==> src/rtl/utf8_decoration_filter_defines.svh <==
// assertion macros for the utf8 decoration filter
// used by rtl modules that carry concurrent checks, expects clk_i and rst_ni in scope
`ifndef UTF8_DECORATION_FILTER_DEFINES_SVH
`define UTF8_DECORATION_FILTER_DEFINES_SVH

// same-cycle implication, checked while out of reset
`define UDF_ASSERT_IMP(lbl, ante, cons, msg) \
  lbl: assert property (@(posedge clk_i) disable iff (!rst_ni) (ante) |-> (cons)) else $error(msg);

// next-cycle implication, checked while out of reset
`define UDF_ASSERT_NXT(lbl, ante, cons, msg) \
  lbl: assert property (@(posedge clk_i) disable iff (!rst_ni) (ante) |=> (cons)) else $error(msg);

`endif

==> src/rtl/udf_pkg.sv <==
// shared types, constants and the code point folding function
// for the utf8 decoration filter; no dependencies
package udf_pkg;

  localparam int unsigned ByteW  = 8;
  localparam int unsigned CpW    = 21;
  localparam int unsigned MaxOut = 3;
  localparam int unsigned CntW   = 2;

  // register map, byte addresses
  localparam int unsigned     AddrW           = 3;
  localparam logic [AddrW-1:0] RegFilterEnAddr = 3'h0;

  localparam logic [CpW-1:0] CpSqLeft   = 21'h2018;
  localparam logic [CpW-1:0] CpSqRight  = 21'h2019;
  localparam logic [CpW-1:0] CpSqRev    = 21'h201B;
  localparam logic [CpW-1:0] CpDqLeft   = 21'h201C;
  localparam logic [CpW-1:0] CpDqRight  = 21'h201D;
  localparam logic [CpW-1:0] CpDqRev    = 21'h201F;
  localparam logic [CpW-1:0] CpEnDash   = 21'h2013;
  localparam logic [CpW-1:0] CpEmDash   = 21'h2014;
  localparam logic [CpW-1:0] CpMinus    = 21'h2212;
  localparam logic [CpW-1:0] CpEllipsis = 21'h2026;
  localparam logic [CpW-1:0] CpNbsp     = 21'h00A0;
  localparam logic [CpW-1:0] CpFigSp    = 21'h2007;
  localparam logic [CpW-1:0] CpNarrowSp = 21'h202F;
  localparam logic [CpW-1:0] CpAsciiMax = 21'h007F;
  localparam logic [CpW-1:0] CpLatinMin = 21'h00A0;
  localparam logic [CpW-1:0] CpLatinMax = 21'h024F;

  localparam logic [ByteW-1:0] ChApos  = 8'h27;
  localparam logic [ByteW-1:0] ChQuote = 8'h22;
  localparam logic [ByteW-1:0] ChDash  = 8'h2D;
  localparam logic [ByteW-1:0] ChDot   = 8'h2E;
  localparam logic [ByteW-1:0] ChSpace = 8'h20;
  localparam logic [ByteW-1:0] Lead2   = 8'hC0;
  localparam logic [ByteW-1:0] ContTag = 8'h80;

  // results of one input byte, beat 0 goes out first
  typedef struct packed {
    logic [CntW-1:0]              cnt;
    logic [MaxOut-1:0][ByteW-1:0] data;
  } udf_result_t;

  function automatic udf_result_t udf_emit_cp(input logic [CpW-1:0] cp);
    udf_result_t r;
    r = '0;
    if (cp == CpSqLeft || cp == CpSqRight || cp == CpSqRev) begin
      r.cnt = 2'd1; r.data[0] = ChApos;
    end else if (cp == CpDqLeft || cp == CpDqRight || cp == CpDqRev) begin
      r.cnt = 2'd1; r.data[0] = ChQuote;
    end else if (cp == CpEnDash || cp == CpEmDash || cp == CpMinus) begin
      r.cnt = 2'd1; r.data[0] = ChDash;
    end else if (cp == CpEllipsis) begin
      r.cnt = 2'd3; r.data[0] = ChDot; r.data[1] = ChDot; r.data[2] = ChDot;
    end else if (cp == CpNbsp || cp == CpFigSp || cp == CpNarrowSp) begin
      r.cnt = 2'd1; r.data[0] = ChSpace;
    end else if (cp <= CpAsciiMax) begin
      r.cnt = 2'd1; r.data[0] = cp[ByteW-1:0];
    end else if (cp >= CpLatinMin && cp <= CpLatinMax) begin
      r.cnt     = 2'd2;
      r.data[0] = Lead2 | {4'b0, cp[9:6]};
      r.data[1] = ContTag | {2'b0, cp[5:0]};
    end
    return r;
  endfunction

endpackage

==> src/rtl/utf8_decoration_filter.sv <==
// utf8 decoration filter top level: apb enable register, decoder and
// result register; uses udf_pkg, udf_decode and udf_out_buf
//
// Takes UTF-8 text one byte per beat on the slave stream and returns cleaned
// UTF-8 on the master stream. Curly quotes, dashes, minus sign and ellipsis
// fold to ASCII (ellipsis becomes three dots), no-break, figure and narrow
// spaces become a plain space, ASCII and U+00A0..U+024F are re-encoded in one
// or two bytes, and all other code points, stray continuation bytes and
// sequences broken by a non-continuation byte are dropped without a trace.
// A byte with tlast set ends the text: an unfinished sequence is discarded.
// Each input byte yields zero to three output beats; tlast on the master side
// marks the last beat of one input byte. An input byte is taken when the
// result register is empty or its last beat leaves in that cycle. While the
// master stream does not stall, plain text flows at one byte per clock, and a
// two-byte re-encoding or an ellipsis holds the input until the result
// register, draining one beat per clock, has sent its last beat. Bytes that
// produce nothing are taken under the same rule. Register 0 at address 0,
// filter_enable (reset 1), turns filtering off when cleared: each byte is then
// copied out unchanged as one beat and any pending sequence is cleared. Write
// it only while the block is idle.
module utf8_decoration_filter (
  input  logic                      clk_i,
  input  logic                      rst_ni,
  // slave stream
  input  logic                      s_axis_tvalid,
  output logic                      s_axis_tready,
  input  logic [7:0]                s_axis_tdata,   // [7:0] in_byte
  input  logic                      s_axis_tlast,   // in_end
  // master stream
  output logic                      m_axis_tvalid,
  input  logic                      m_axis_tready,
  output logic [7:0]                m_axis_tdata,   // [7:0] out_byte
  output logic                      m_axis_tlast,   // run_last
  // apb configuration
  input  logic                      psel,
  input  logic                      penable,
  input  logic                      pwrite,
  input  logic [udf_pkg::AddrW-1:0] paddr,
  input  logic [31:0]               pwdata,
  output logic [31:0]               prdata,
  output logic                      pready
);
  import udf_pkg::*;

  logic        enable_q;
  logic        cfg_wr;
  logic        free;
  logic        accept;
  udf_result_t result;

  // apb: single register, word aligned
  assign pready = 1'b1;
  assign cfg_wr = psel && penable && pwrite && pready
                  && (paddr[AddrW-1:2] == RegFilterEnAddr[AddrW-1:2]);
  assign prdata = (paddr[AddrW-1:2] == RegFilterEnAddr[AddrW-1:2]) ? {31'b0, enable_q} : '0;

  always_ff @(posedge clk_i or negedge rst_ni) begin
    if (!rst_ni) begin
      enable_q <= 1'b1;
    end else if (cfg_wr) begin
      enable_q <= pwdata[0];
    end
  end

  // input beat is taken once the result register can hold its run
  assign s_axis_tready = free;
  assign accept        = s_axis_tvalid && free;

  udf_decode u_decode (
    .clk_i    (clk_i),
    .rst_ni   (rst_ni),
    .accept_i (accept),
    .enable_i (enable_q),
    .byte_i   (s_axis_tdata),
    .end_i    (s_axis_tlast),
    .result_o (result)
  );

  // only runs with at least one byte enter the result register
  udf_out_buf u_out_buf (
    .clk_i         (clk_i),
    .rst_ni        (rst_ni),
    .load_i        (accept && (result.cnt != 2'd0)),
    .result_i      (result),
    .free_o        (free),
    .m_axis_tvalid (m_axis_tvalid),
    .m_axis_tready (m_axis_tready),
    .m_axis_tdata  (m_axis_tdata),
    .m_axis_tlast  (m_axis_tlast)
  );

endmodule

==> src/rtl/udf_decode.sv <==
// utf8 sequence decoder: holds the partial code point and turns each
// accepted byte into zero to three result bytes; uses udf_pkg
module udf_decode (
  input  logic                      clk_i,
  input  logic                      rst_ni,
  input  logic                      accept_i,
  input  logic                      enable_i,
  input  logic [udf_pkg::ByteW-1:0] byte_i,
  input  logic                      end_i,
  output udf_pkg::udf_result_t      result_o
);
  import udf_pkg::*;

  logic [CpW-1:0] acc_q, acc_d;
  logic [1:0]     left_q, left_d;
  logic [CpW-1:0] acc_next;
  logic           is_cont;

  assign is_cont  = (byte_i[7:6] == 2'b10);
  assign acc_next = {acc_q[CpW-7:0], byte_i[5:0]};

  always_comb begin
    acc_d    = acc_q;
    left_d   = left_q;
    result_o = '0;
    if (!enable_i) begin
      acc_d            = '0;
      left_d           = '0;
      result_o.cnt     = 2'd1;
      result_o.data[0] = byte_i;
    end else if (left_q != 2'd0 && is_cont) begin
      acc_d  = acc_next;
      left_d = left_q - 2'd1;
      if (left_q == 2'd1) begin
        result_o = udf_emit_cp(acc_next);
        acc_d    = '0;
      end
    end else begin
      // pending sequence (if any) is dropped, byte is a new lead
      acc_d  = '0;
      left_d = '0;
      if (byte_i[7] == 1'b0) begin
        result_o = udf_emit_cp({13'b0, byte_i});
      end else if (byte_i[7:5] == 3'b110) begin
        acc_d  = {16'b0, byte_i[4:0]};
        left_d = 2'd1;
      end else if (byte_i[7:4] == 4'b1110) begin
        acc_d  = {17'b0, byte_i[3:0]};
        left_d = 2'd2;
      end else if (byte_i[7:3] == 5'b11110) begin
        acc_d  = {18'b0, byte_i[2:0]};
        left_d = 2'd3;
      end
    end
    if (end_i) begin
      acc_d  = '0;
      left_d = '0;
    end
  end

  always_ff @(posedge clk_i or negedge rst_ni) begin
    if (!rst_ni) begin
      acc_q  <= '0;
      left_q <= '0;
    end else if (accept_i) begin
      acc_q  <= acc_d;
      left_q <= left_d;
    end
  end

endmodule

==> src/rtl/udf_out_buf.sv <==
// result register: holds the bytes of one input and sends them one beat
// at a time on the master stream; uses udf_pkg and the defines header
`include "utf8_decoration_filter_defines.svh"

module udf_out_buf (
  input  logic                      clk_i,
  input  logic                      rst_ni,
  input  logic                      load_i,
  input  udf_pkg::udf_result_t      result_i,
  output logic                      free_o,
  output logic                      m_axis_tvalid,
  input  logic                      m_axis_tready,
  output logic [udf_pkg::ByteW-1:0] m_axis_tdata,
  output logic                      m_axis_tlast
);
  import udf_pkg::*;

  logic                         valid_q, valid_d;
  logic [CntW-1:0]              cnt_q, cnt_d;
  logic [CntW-1:0]              idx_q, idx_d;
  logic [MaxOut-1:0][ByteW-1:0] data_q;
  logic                         last;
  logic                         taken;

  assign last          = (idx_q == cnt_q - 2'd1);
  assign taken         = valid_q && m_axis_tready;
  assign free_o        = !valid_q || (taken && last);
  assign m_axis_tvalid = valid_q;
  assign m_axis_tdata  = data_q[idx_q];
  assign m_axis_tlast  = last;

  always_comb begin
    valid_d = valid_q;
    cnt_d   = cnt_q;
    idx_d   = idx_q;
    if (taken) begin
      if (last) begin
        valid_d = 1'b0;
      end else begin
        idx_d = idx_q + 2'd1;
      end
    end
    if (load_i) begin
      valid_d = 1'b1;
      cnt_d   = result_i.cnt;
      idx_d   = '0;
    end
  end

  always_ff @(posedge clk_i or negedge rst_ni) begin
    if (!rst_ni) begin
      valid_q <= 1'b0;
      cnt_q   <= '0;
      idx_q   <= '0;
    end else begin
      valid_q <= valid_d;
      cnt_q   <= cnt_d;
      idx_q   <= idx_d;
    end
  end

  always_ff @(posedge clk_i) begin
    if (load_i) begin
      data_q <= result_i.data;
    end
  end

  `UDF_ASSERT_IMP(a_idx_in_run, valid_q, cnt_q != 2'd0 && idx_q < cnt_q, "beat index outside run")
  `UDF_ASSERT_IMP(a_no_overwrite, load_i, !valid_q || (taken && last), "run overwritten before drained")
  `UDF_ASSERT_IMP(a_load_nonempty, load_i, result_i.cnt != 2'd0, "empty run loaded")
  `UDF_ASSERT_NXT(a_advance, taken && !last, valid_q && idx_q == $past(idx_q) + 2'd1, "run did not advance")

endmodule

==> config.mk <==
export PLATFORM = sky130hd
export DESIGN_NAME = utf8_decoration_filter
export DESIGN_NICKNAME = d
export VERILOG_FILES = /design/src/rtl/udf_pkg.sv /design/src/rtl/utf8_decoration_filter.sv /design/src/rtl/udf_decode.sv /design/src/rtl/udf_out_buf.sv
export VERILOG_INCLUDE_DIRS = /design/src /design/src/rtl
export SDC_FILE = /design/constraint.sdc
export NUM_CORES = 1
export LEC_CHECK = 0
export ABC_AREA = 1
export ABC_CLOCK_PERIOD_IN_PS = 7600
export BUFFER_PORTS_ARGS = -buffer_cell sky130_fd_sc_hd__buf_2
export CELL_PAD_IN_SITES_DETAIL_PLACEMENT = 1
export CELL_PAD_IN_SITES_GLOBAL_PLACEMENT = 2
export CORE_ASPECT_RATIO = 1.4
export CORE_UTILIZATION = 32
export DETAILED_ROUTE_END_ITERATION = 12
export PLACE_DENSITY_LB_ADDON = 0.1
export SLEW_MARGIN = 10
export SYNTH_ARGS = -nofsm -noshare
export SYNTH_HDL_FRONTEND = slang
export SYNTH_HIERARCHICAL = 1
export SYNTH_SLANG_ARGS = --single-unit
export TNS_END_PERCENT = 5
==> constraint.sdc <==
create_clock -name clk_i -period 7.6 [get_ports clk_i]
set_input_delay 0.76 -clock clk_i [delete_from_list [all_inputs] [get_ports clk_i]]
set_output_delay 0.76 -clock clk_i [all_outputs]
set_load 0.005 [all_outputs]
==> metrics.yaml <==
synthesis:
  synth_top_family_by_area: "simple AND/OR/NAND/NOR gates"
  synth_compound_area_frac: 0.0980
  synth.area.top_cells: "edfxtp_1, dfrtp_1, buf_4, nand2_1, inv_1"
  syn_area_per_cell_um2: 7.94
  synth-edff-count: 24
  synth_area_mm2: 0.00329
  synth.distinct_cells: 37
  synth_seq_cells: 47
  synth_ff_type: "edfxtp_1"
  synth_fa_ha_area_frac: 0.00760
  yosys.area.top_type_share: 0.219
  yosys_warnings: 6
  synth_largest_area_cell: "edfxtp_1"
  async_flop_share: 0.489
  synth_xor_area_frac: 0.00494
  synthCells: 415
  yosys.area_share.simple: 0.321
  synthMuxAreaShare: 0
  ys_seq_area_frac: 0.394
layout:
  fin_area_mm2: 0.00355
  fin_cells: 576
  antenna_cells: 0
  final_common_cell: "nand2_1"
  layout_common_cells: "nand2_1, inv_1, nor2_1, conb_1"
  area_growth_pct: 7.86
  seqCellArea_mm2: 0.00130
  nets: 493
  multi_input_comb_area_mm2: 0.00156
  fillCellCount: 1250
  drive_gt1_frac: 0.215
route:
  drtAntennaViolNets: 0
  dr.pass1.iters: 4
  wirelength_um: 8420
  dr.first_iter.drc_count: 45
  dr_total_vias: 2594
  vias_per_cell: 4.50
  drcViolationCount: 0
  wl_per_cell_um: 14.6
worst_setup_path:
  crit_buf_inv: 3
  critPathLaunchType: "flip-flop"
  crit_slowest_cell: "dfrtp_1"
  required_ns: 7.80
  path_delay_family: "simple AND/OR/NAND/NOR gates"
  worst_ep_arrival_time_ns: 3.09
  path_cells: "inv_2 -> nand2_2 -> nand2_4 -> nand2_4 -> o21ai_4 -> nand2_1 -> inv_1 -> buf_4 -> nand2_1 -> nor2_1 -> nand3_1 -> o22ai_1"
  crit_fanout: 18
  end_kind: "flip-flop"
  critical_path_class: "reg -> reg"
  critPathMaxStageDelay_ns: 0.54
sta:
  maxSlewViolCount: 0
  relSlewSlack: 0.569
  setup_tns_ns: 0
  period_minus_slack_ns: 2.89
  max_slew.worst_pin.slew_ns: 0.643
  setup_viol: 0
  skew_ns: 0.00526
  hold_violations: 0
  fmax_mhz: 346
  finalWorstSetupSlack_ns: 4.71
  min_period_over_period: 0.381
  rsz0062_at_grt: "false"
clocking:
  cts_tree: "built"
  post-cts-setup-buffers: 0
  numCtsBuffers: 5
  clock_sinks: 47
  root_buffer: "clkbuf_16"
  ctsHoldBuffers: 0
  clk_latency_ns: 0.29
  path_clk_slew_ns: 0.07
  h-tree-depth: 2
  clockBufferDepth: 2
  cts_resized: 0
hold_path:
  hold_path_class: "in -> async"
place:
  hpwl_um: 6710
  dp.cells: 568
  pre_cts_slack_ns: 4.45
  port_buffers: 29
  gp_congestion: 0.843
  place_area_mm2: 0.00341
floorplanning:
  rows: 43
  fp.dieH_um: 122
  die_area_mm2: 0.0107
  ios: 95
  die_w_um: 87.8
  initial_utilization: 0.331
  coreArea_mm2: 0.00995
global_route:
  grt_max_degree: 30
  grt-ovfl-total: 0
  antenna_found_initial: 0
  grt_pass1_wl_um: 14100
  grt_util_all_layers: 0.175
  grt_pass1_vias: 2714
flow_run:
  cap_violations: 0
power:
  power_density_mw_per_mm2: 251
  peakVddDrop_v: 0.000101
  leakage_nw: 1.71
status:
  status: "completed"
==> worst paths after layout <==
| path | startpoint | end | slack [ns] | cells past startpoint |
|---|---|---|---|---|
| min reg2reg | enable_q | enable_q | 0.49 | 2 |
| min in group clk_i | enable_q | enable_q | 0.49 | 2 |
| max reg2reg | u_out_buf/idx_q[0] | u_decode/acc_q[12] | 4.71 | 12 |
| max | u_out_buf/idx_q[0] | u_decode/acc_q[12] | 4.71 | 12 |
| max in group asynchronous | rst_ni | enable_q | 6.76 | 1 |
| min | rst_ni | u_out_buf/idx_q[1] | 0.46 | 1 |
==> cell usage after synthesis (2+ instances only) <==
cell	count
conb_1	3
nand2_4	8
nor2_1	39
ha_1	2
buf_4	41
nor3_1	4
nand2_2	10
dfrtp_1	22
o32ai_1	4
a21oi_1	8
nand2_1	81
o21ai_1	4
o21ai_0	19
nand4_1	8
nor2_2	10
inv_2	12
o22ai_1	13
inv_1	46
buf_2	3
nor2_4	6
nand3_2	3
nand3b_1	3
nand3_1	29
edfxtp_1	24
==> through the flow <==
stage               power [W]   util  hold slack [ns]
floorplan            0.000587      -            0.464
global placement     0.000681  0.342            0.491
detailed placement   0.000686  0.342            0.487
CTS                  0.000911  0.357            0.482
global route         0.000969  0.357            0.503
finish               0.000891  0.357            0.462
==> flip-flops by register name, summed over array words and instances, names as in the netlist <==
name and cells:
u_out_buf/cnt_q 2, u_out_buf/m_axis_tvalid 1, enable_q 1, u_out_buf/idx_q 2, u_out_buf/data_q 24, u_decode/left_q 2
u_decode/acc_q 15
==> per-layer routing <==
layer / global-route usage / vias up / part of all wire
li1: - / 1324 / -
met1: 0.202 / 1232 / 0.42
met5: 0 / - / 0
met3: 0.0271 / 7 / 0.020
met4: 0.0430 / 0 / 0.011
met2: 0.328 / 31 / 0.55
==> power by group <==
| group | internal, W | total, W | switching [W] |
|---|---|---|---|
| clock | 0.000121 | 0.000219 | 0.0000973 |
| sequential | 0.000316 | 0.000352 | 0.0000358 |
| combinational | 0.000112 | 0.000321 | 0.000209 |
==> area by class of cell <==
class | instances | share of cell area
flip-flops and latches | 47 | 0.365
repair buffers | 31 | 0.0451
well taps | 135 | 0.0475
inverters | 58 | 0.0613
clock buffers | 5 | 0.0352
multi-input cells | 297 | 0.440
clock inverters | 3 | 0.00563
==> logic make-up after synthesis <==
group           after synthesis
buf+inv                     105
other cells                   3
fa+ha+maj                     2
flops                        47
simple gates                205
xor+xnor                      1
compound gates               52
No activity file was read; power rests on OpenSTA's default activity.
